`config.mk`:
```
export PLATFORM = sky130hd
export DESIGN_NAME = fifo_queue_with_keyed_removal
export DESIGN_NICKNAME = d
export VERILOG_FILES = /design/src/rtl/core/fqkr_pkg.sv /design/src/rtl/core/fqkr_slot_mem.sv /design/src/rtl/core/fifo_queue_with_keyed_removal.sv
export SDC_FILE = /design/constraint.sdc
export NUM_CORES = 1
export LEC_CHECK = 0
export BUFFER_PORTS_ARGS = -buffer_cell sky130_fd_sc_hd__buf_2
export CAP_MARGIN = 20
export CORE_ASPECT_RATIO = 0.6
export CORE_MARGIN = 2
export CORE_UTILIZATION = 50
export CTS_BUF_LIST = sky130_fd_sc_hd__clkbuf_4 sky130_fd_sc_hd__clkbuf_8 sky130_fd_sc_hd__clkbuf_16
export DETAILED_ROUTE_END_ITERATION = 6
export PLACE_DENSITY = 0.66
export SLEW_MARGIN = 25
export SYNTH_ARGS = -nofsm -noshare
export SYNTH_HDL_FRONTEND = slang
export SYNTH_SLANG_ARGS = --single-unit
```
`constraint.sdc`:
```
create_clock -name clk_i -period 5.5 [get_ports clk_i]
set_input_delay 0 -clock clk_i [delete_from_list [all_inputs] [get_ports clk_i]]
set_output_delay 0 -clock clk_i [all_outputs]
set_load 0.01 [all_outputs]
```
`src/rtl/core/fqkr_pkg.sv`:
```
// shared types and codes for the job queue with keyed removal
// no dependencies; imported by fqkr_slot_mem and fifo_queue_with_keyed_removal
`default_nettype none

package fqkr_pkg;

  localparam int unsigned HandleW = 16;
  localparam int unsigned PidW    = 22;
  localparam int unsigned KeyW    = 16;
  localparam int unsigned PosW    = 5;
  localparam int unsigned StatW   = 2;
  localparam int unsigned CmdW    = 2;

  localparam int unsigned InDataW  = 56;
  localparam int unsigned OutDataW = 64;

  localparam logic [CmdW-1:0] CMD_INSERT = 2'd0;
  localparam logic [CmdW-1:0] CMD_FRONT  = 2'd1;
  localparam logic [CmdW-1:0] CMD_PID    = 2'd2;
  localparam logic [CmdW-1:0] CMD_KEY    = 2'd3;

  localparam logic [StatW-1:0] STAT_OK        = 2'd0;
  localparam logic [StatW-1:0] STAT_EMPTY     = 2'd1;
  localparam logic [StatW-1:0] STAT_NOT_FOUND = 2'd2;
  localparam logic [StatW-1:0] STAT_FULL      = 2'd3;

  // one queued job, handle in the lowest bits
  typedef struct packed {
    logic [KeyW-1:0]    key;
    logic [PidW-1:0]    pid;
    logic [HandleW-1:0] handle;
  } entry_t;

  // control from the sequencer to the slot store
  typedef struct packed {
    logic we;
    logic by_pid;
  } mem_ctl_t;

endpackage

`default_nettype wire

```
`src/rtl/core/fqkr_slot_mem.sv`:
```
// slot store of the job queue: one write port, one registered read port,
// and the shared pid/key comparator on the read data; uses fqkr_pkg
`default_nettype none

module fqkr_slot_mem
  import fqkr_pkg::*;
#(
  parameter int unsigned DEPTH = 16,
  parameter int unsigned IW    = 4
) (
  input  wire logic           clk_i,
  input  wire mem_ctl_t       ctl_i,
  input  wire logic [IW-1:0]  waddr_i,
  input  wire entry_t         wdata_i,
  input  wire logic [IW-1:0]  raddr_i,
  input  wire entry_t         probe_i,
  output entry_t              rdata_o,
  output logic                hit_o
);

  entry_t slots [DEPTH];
  entry_t rdata_q;

  always_ff @(posedge clk_i) begin
    if (ctl_i.we) begin
      slots[waddr_i] <= wdata_i;
    end
    rdata_q <= slots[raddr_i];
  end

  assign rdata_o = rdata_q;

  // single comparator, field picked by the command in flight
  assign hit_o = ctl_i.by_pid ? (rdata_q.pid == probe_i.pid)
                              : (rdata_q.key == probe_i.key);

endmodule

`default_nettype wire

```
`src/rtl/core/fifo_queue_with_keyed_removal.sv`:
```
// top level of the ordered job queue with removal by pid or key
// depends on fqkr_pkg and fqkr_slot_mem
//
// Usage: commands enter on the s_axis channel (tuser = command, tdata = job
// fields), one result per command leaves on the m_axis channel (tuser =
// status, tdata = job fields and 1-based position). The queue holds up to
// DEPTH jobs in a slot memory with one write port and one registered read port.
// Flow: the block takes one command at a time and drops s_axis_tready
// until its result is parked in the output register. An insert, or any
// command on an empty queue, goes straight to the finish state, which
// loads the output register. A removal scans the queue slot by slot
// (memory read, then compare) and then closes the gap slot by slot (read,
// write back); remove-front matches the first slot read and closes the gap.
// These loops through the slot memory set the rate.
// Reset empties the queue at once; slot contents need no clearing.
// Stall: a result waits in the output register while m_axis_tready is low;
// the next command is still taken and worked on, and its result waits in
// the sequencer until the output register frees.
`default_nettype none

module fifo_queue_with_keyed_removal
  import fqkr_pkg::*;
#(
  parameter int unsigned DEPTH = 16
) (
  input  wire logic                clk_i,
  input  wire logic                rst_ni,
  input  wire logic                s_axis_tvalid,
  output logic                     s_axis_tready,
  // job_handle[15:0], proc_id[37:16], job_key[53:38], zero fill
  input  wire logic [InDataW-1:0]  s_axis_tdata,
  // cmd[1:0]
  input  wire logic [CmdW-1:0]     s_axis_tuser,
  output logic                     m_axis_tvalid,
  input  wire logic                m_axis_tready,
  // out_handle[15:0], out_pid[37:16], out_key[53:38], position[58:54], zero fill
  output logic [OutDataW-1:0]      m_axis_tdata,
  // status[1:0]
  output logic [StatW-1:0]         m_axis_tuser
);

  localparam int unsigned IW = (DEPTH > 1) ? $clog2(DEPTH) : 1;
  localparam int unsigned CW = $clog2(DEPTH + 1);

  localparam logic [2:0] S_IDLE  = 3'd0;
  localparam logic [2:0] S_RD    = 3'd1;
  localparam logic [2:0] S_CMP   = 3'd2;
  localparam logic [2:0] S_SH_RD = 3'd3;
  localparam logic [2:0] S_SH_WR = 3'd4;
  localparam logic [2:0] S_FIN   = 3'd5;

  logic [2:0]       state_q, state_d;
  logic [CmdW-1:0]  cmd_q, cmd_d;
  entry_t           item_q, item_d;
  logic [CW-1:0]    idx_q, idx_d;
  logic [CW-1:0]    cnt_q, cnt_d;
  logic [StatW-1:0] res_stat_q, res_stat_d;
  entry_t           res_ent_q, res_ent_d;
  logic [PosW-1:0]  res_pos_q, res_pos_d;
  logic             m_valid_q, m_valid_d;
  logic [OutDataW-1:0] m_data_q, m_data_d;
  logic [StatW-1:0] m_user_q, m_user_d;

  mem_ctl_t         mem_ctl;
  logic [IW-1:0]    waddr;
  entry_t           wdata;
  logic [IW-1:0]    raddr;
  entry_t           rdata;
  logic             cmp_hit;

  entry_t           in_ent;
  logic [CW:0]      idx_inc;
  logic [CW:0]      idx_inc2;
  logic [CW:0]      cnt_ext;
  logic [31:0]      idx_pos;
  logic [31:0]      cnt_pos;
  logic             out_free;

  assign in_ent   = entry_t'(s_axis_tdata[KeyW+PidW+HandleW-1:0]);
  assign idx_inc  = {1'b0, idx_q} + {{CW{1'b0}}, 1'b1};
  assign idx_inc2 = idx_inc + {{CW{1'b0}}, 1'b1};
  assign cnt_ext  = {1'b0, cnt_q};
  assign idx_pos  = 32'(idx_q) + 32'd1;
  assign cnt_pos  = 32'(cnt_q) + 32'd1;
  assign out_free = !m_valid_q || m_axis_tready;

  always_comb begin
    state_d    = state_q;
    cmd_d      = cmd_q;
    item_d     = item_q;
    idx_d      = idx_q;
    cnt_d      = cnt_q;
    res_stat_d = res_stat_q;
    res_ent_d  = res_ent_q;
    res_pos_d  = res_pos_q;
    m_valid_d  = m_valid_q;
    m_data_d   = m_data_q;
    m_user_d   = m_user_q;
    s_axis_tready = 1'b0;
    mem_ctl.we     = 1'b0;
    mem_ctl.by_pid = (cmd_q == CMD_PID);
    waddr = idx_q[IW-1:0];
    wdata = rdata;
    raddr = idx_q[IW-1:0];

    if (m_valid_q && m_axis_tready) begin
      m_valid_d = 1'b0;
    end

    case (state_q)
      S_IDLE: begin
        s_axis_tready = 1'b1;
        if (s_axis_tvalid) begin
          cmd_d  = s_axis_tuser;
          item_d = in_ent;
          state_d = S_FIN;
          if (s_axis_tuser == CMD_INSERT) begin
            if (cnt_q == CW'(DEPTH)) begin
              res_stat_d = STAT_FULL;
              res_ent_d  = '0;
              res_pos_d  = '0;
            end else begin
              mem_ctl.we = 1'b1;
              waddr      = cnt_q[IW-1:0];
              wdata      = in_ent;
              cnt_d      = cnt_q + {{(CW-1){1'b0}}, 1'b1};
              res_stat_d = STAT_OK;
              res_ent_d  = in_ent;
              res_pos_d  = cnt_pos[PosW-1:0];
            end
          end else if (cnt_q == '0) begin
            res_stat_d = STAT_EMPTY;
            res_ent_d  = '0;
            res_pos_d  = '0;
          end else begin
            idx_d   = '0;
            state_d = S_RD;
          end
        end
      end
      S_RD: begin
        state_d = S_CMP;
      end
      S_CMP: begin
        if (cmd_q == CMD_FRONT || cmp_hit) begin
          res_stat_d = STAT_OK;
          res_ent_d  = rdata;
          res_pos_d  = idx_pos[PosW-1:0];
          if (idx_inc < cnt_ext) begin
            state_d = S_SH_RD;
          end else begin
            cnt_d   = cnt_q - {{(CW-1){1'b0}}, 1'b1};
            state_d = S_FIN;
          end
        end else if (idx_inc == cnt_ext) begin
          res_stat_d = STAT_NOT_FOUND;
          res_ent_d  = '0;
          res_pos_d  = '0;
          state_d    = S_FIN;
        end else begin
          idx_d   = idx_inc[CW-1:0];
          state_d = S_RD;
        end
      end
      S_SH_RD: begin
        raddr   = idx_inc[IW-1:0];
        state_d = S_SH_WR;
      end
      S_SH_WR: begin
        // move the later slot one place forward
        mem_ctl.we = 1'b1;
        waddr      = idx_q[IW-1:0];
        wdata      = rdata;
        idx_d      = idx_inc[CW-1:0];
        if (idx_inc2 < cnt_ext) begin
          state_d = S_SH_RD;
        end else begin
          cnt_d   = cnt_q - {{(CW-1){1'b0}}, 1'b1};
          state_d = S_FIN;
        end
      end
      S_FIN: begin
        if (out_free) begin
          m_valid_d = 1'b1;
          m_user_d  = res_stat_q;
          m_data_d  = {{(OutDataW-PosW-KeyW-PidW-HandleW){1'b0}}, res_pos_q,
                       res_ent_q};
          state_d   = S_IDLE;
        end
      end
      default: begin
        state_d = S_IDLE;
      end
    endcase
  end

  always_ff @(posedge clk_i or negedge rst_ni) begin
    if (!rst_ni) begin
      state_q   <= S_IDLE;
      cnt_q     <= '0;
      m_valid_q <= 1'b0;
    end else begin
      state_q   <= state_d;
      cnt_q     <= cnt_d;
      m_valid_q <= m_valid_d;
    end
  end

  always_ff @(posedge clk_i) begin
    cmd_q      <= cmd_d;
    item_q     <= item_d;
    idx_q      <= idx_d;
    res_stat_q <= res_stat_d;
    res_ent_q  <= res_ent_d;
    res_pos_q  <= res_pos_d;
    m_data_q   <= m_data_d;
    m_user_q   <= m_user_d;
  end

  fqkr_slot_mem #(
    .DEPTH (DEPTH),
    .IW    (IW)
  ) u_slots (
    .clk_i   (clk_i),
    .ctl_i   (mem_ctl),
    .waddr_i (waddr),
    .wdata_i (wdata),
    .raddr_i (raddr),
    .probe_i (item_q),
    .rdata_o (rdata),
    .hit_o   (cmp_hit)
  );

  assign m_axis_tvalid = m_valid_q;
  assign m_axis_tdata  = m_data_q;
  assign m_axis_tuser  = m_user_q;

  // occupancy never exceeds the queue depth
  a_cnt_bound: assert property (@(posedge clk_i) disable iff (!rst_ni)
    cnt_q <= CW'(DEPTH))
    else $error("entry count above depth");

  // an insert into a queue with room grows it by one
  a_insert_grows: assert property (@(posedge clk_i) disable iff (!rst_ni)
    (s_axis_tvalid && s_axis_tready && s_axis_tuser == CMD_INSERT &&
     cnt_q != CW'(DEPTH)) |=> (cnt_q == $past(cnt_q) + {{(CW-1){1'b0}}, 1'b1}))
    else $error("insert did not grow the queue");

  // scan and shift pointers stay inside the occupied slots
  a_idx_bound: assert property (@(posedge clk_i) disable iff (!rst_ni)
    (state_q == S_RD || state_q == S_CMP || state_q == S_SH_RD ||
     state_q == S_SH_WR) |-> (idx_q < cnt_q))
    else $error("slot index outside queue");

  // a finished result is handed to the output register when it frees
  a_fin_load: assert property (@(posedge clk_i) disable iff (!rst_ni)
    (state_q == S_FIN && out_free) |=> (m_axis_tvalid && state_q == S_IDLE))
    else $error("result not delivered");

  // a removal never leaves the state machine with an empty queue mid-scan
  a_scan_nonempty: assert property (@(posedge clk_i) disable iff (!rst_ni)
    (state_q == S_CMP) |-> (cnt_q != '0))
    else $error("scan on empty queue");

endmodule

`default_nettype wire
```
==> summary.txt <==
Clock network
  – TritonCTS clock tree: yes
  – CTS Buf Count: 96
  – Clock latency on the worst-skew pair: 0.68 ns
  – H-tree Lvls: 3
  – Clock tree buffer depth: 3
  – Cts repair resizes: 0
  – Cts hold-fix bufs: 60
  – Clk slew on worst S/H paths: 0.07 ns
  – Post-CTS setup buffers: 0
  – Clk sink count: 1094
  – Root buffer cell: clkbuf_16

STA
  – Minimum hold slack: 0.0836 ns
  – Setup TNS: 0 ns
  – RSZ-0062 raised after global routing: false
  – Slew margin rel.: 34.5%
  – Final period utilization: 74.3%
  – Final Hold Viols: 0
  – Tmin final: 4.09 ns
  – Maximum clock frequency: 0.245 GHz
  – Setup Viol. Count Final: 0
  – Post-route setup slack: 1.41 ns
  – Actual slew at the worst max-slew pin: 0.977 ns
  – Skew final: 0.0236 ns
  – Final Slew Violations: 0

Global route
  – Initial antenna violation count: 2
  – Global-route wire length before repair: 141000 um
  – Pin count of the biggest net entering global routing: 62
  – Vias in the first global route: 20400
  – Tot GR Track Use: 22.8%
  – Gr ovfl total: 0

Layout
  – Layout cells sized above 1: 31.5%
  – FILL cells: 5953
  – Nets: 2246
  – Area delta synth->final: 15.2%
  – N_diodes: 0
  – Finished Cell Area: 0.0482 mm^2
  – Post-layout util: 58.0%
  – Post-route insts no fill: 3342

Route
  – Via Count: 20200
  – Routed WL per cell: 29.0 um
  – # DRC: 0
  – TritonRoute pass-1 iters: 7
  – Drt initial violations: 2641
  – Final ANT Viol Nets: 0
  – Drt total wl: 96800 um
  – Vias/cell: 6.05

Floorplan
  – Die width: 377 um
  – Die area: 0.0860 mm^2
  – CORE AREA: 0.0831 mm^2
  – Num ports: 130
  – Initial Util: 50.3%
  – Die outline height: 228 um
  – Row cnt: 82

Yosys
  – Synth cell types: 50
  – Number of flops mapped to enable cells by yosys: 1031
  – Async SR Flop Fraction: 0.823%
  – Primary FF master, synth: edfxtp_1
  – Top cells by area, synth: edfxtp_1, mux4_2, dfxtp_1
  – Count leader, synth: edfxtp_1
  – Cell count after synthesis: 1918
  – Top cells by count, synth: edfxtp_1, mux4_2, nand2_1, nand3_1, o21ai_0
  – Mean Syn Cell Area: 21.8 um^2
  – Synth Register Bits: 1094
  – Sequential fraction of the synthesis area: 77.2%
  – Dominant cell type by area after synthesis: edfxtp_1
  – YS warnings: 0
  – Mapped Area: 0.0418 mm^2
  – Post-synth top area share: 74.1%

Run
  – Max-Cap Viols: 0

Pwr
  – Clock network power share: 25.0%
  – Logic pwr share: 33.0%
  – Internal: 19.1 mW
  – Net Sw Frac: 30.1%
  – Pwr Total: 27.3 mW
  – Pwr/cell area: 567 mW/mm^2
  – Sequential share of power: 42.1%
  – Sw Pwr: 8.21 mW
  – Peak VDD IR: 336 uV
  – Leak: 15.5 nW

Setup path
  – Startpoint Class: flip-flop
  – Critical path class: flip-flop to flip-flop
  – Kind of end point of the critical path: flip-flop
  – WP data required: 5.87 ns
  – CP arrival: 4.46 ns
  – CP Max Fanout: 26

Placed design
  – Placed cell area: 0.0443 mm^2
  – PortBufs: 122
  – Setup WS pre-CTS: 1.51 ns
  – Dpl hpwl: 52700 um
  – Final GP Congestion: 0.845
  – Dpl cells: 3100

Worst hold path
  – Tightest Hold Check Type: input port to flip-flop

Status
  – Status: complete, no violations
==> power by group through the flow <==
stage / registers, mW / logic [mW] / clock network (mW)
global placement: 11.6 / 8.75 / 0
floorplan: 11.5 / 6.50 / 0
global route: 11.5 / 9.67 / 7.25
detailed placement: 11.7 / 8.99 / 0
CTS: 11.5 / 9.06 / 6.94
finish: 11.5 / 9.01 / 6.82
==> logic make-up after synthesis <==
logic type	share of synthesized area (%)
other	0.00897
adder cells (fa/ha/maj)	0.479
multiplexers	16.0
buffers and inverters	1.28
AO/OA/AOI/OAI	1.37
flip-flops	77.2
AND/OR/NAND/NOR	2.43
XOR/XNOR	1.19
==> final cells by class <==
class | count | area (um^2) | area share [%]
clock buffer | 137 | 2840 | 5.89
clock inverter | 43 | 374 | 0.777
inverter | 13 | 48.8 | 0.101
multi-input combinational | 717 | 9220 | 19.1
sequential | 1094 | 32300 | 67.0
tap | 1092 | 1370 | 2.84
timing repair buffer | 246 | 2060 | 4.27
==> worst paths after layout <==
path,slack [ns],cells after the start,start,end
setup / recovery,1.41,8,cnt_q[0],u_slots.slots[9][52]
hold / removal,0.08,2,s_axis_tdata[41],item_q[41]
setup reg to reg,1.41,8,cnt_q[0],u_slots.slots[9][52]
hold reg to reg,0.42,0,res_ent_q[47],m_axis_tdata[47]
max in group asynchronous,4.71,3,rst_ni,m_axis_tvalid
min in group asynchronous,0.42,3,rst_ni,cnt_q[1]
==> registers in the layout, summed over array words and instances (netlist names), 2 cells and up <==
register	cells
item_q	38
m_axis_tuser	2
res_ent_q	54
state_q	3
m_axis_tdata	59
u_slots.slots	864
cmd_q	2
u_slots.rdata_o	54
res_pos_q	5
cnt_q	5
idx_q	5
res_stat_q	2
==> critical path: stages, from the launching register on <==
cell,delay [ns]
dfrtp_1,0.57
inv_1,0.18
ha_1,0.28
a311oi_4,0.44
nand3_4,0.53
a21oi_1,0.37
nand2_1,0.28
nor2_4,0.80
buf_4,0.34
==> cells in the final DEF, fill, tap and decap left out, types with 4 or more instances in the layout <==
| cell | count |
|---|---|
| a21oi_1 | 6 |
| a31oi_1 | 5 |
| and2_1 | 4 |
| buf_12 | 24 |
| buf_2 | 122 |
| buf_4 | 36 |
| bufinv_16 | 6 |
| clkbuf_16 | 99 |
| clkbuf_4 | 26 |
| clkbuf_8 | 12 |
| clkinv_1 | 13 |
| clkinv_2 | 17 |
| conb_1 | 5 |
| dfrtp_1 | 9 |
| dfxtp_1 | 54 |
| dlygate4sd3_1 | 60 |
| edfxtp_1 | 1031 |
| ha_1 | 16 |
| inv_1 | 11 |
| mux2_2 | 54 |
| mux4_2 | 270 |
| nand2_1 | 76 |
| nand2b_1 | 4 |
| nand3_1 | 65 |
| nand4_1 | 7 |
| nor2_1 | 14 |
| nor2_4 | 18 |
| nor2b_1 | 4 |
| nor3_1 | 8 |
| nor4_1 | 5 |
| o21ai_0 | 59 |
| o21ai_1 | 9 |
| o32ai_1 | 5 |
| xnor2_1 | 29 |
| xor2_1 | 22 |
==> per-layer routing <==
| metal | GRT usage, % | share of wire, % |
|---|---|---|
| met5 | 0 | 0 |
| met1 | 35.3 | 44 |
| met4 | 5.55 | 2.0 |
| met3 | 4.69 | 8.5 |
| met2 | 33.7 | 45 |
Power figures use the tool's default switching activity.
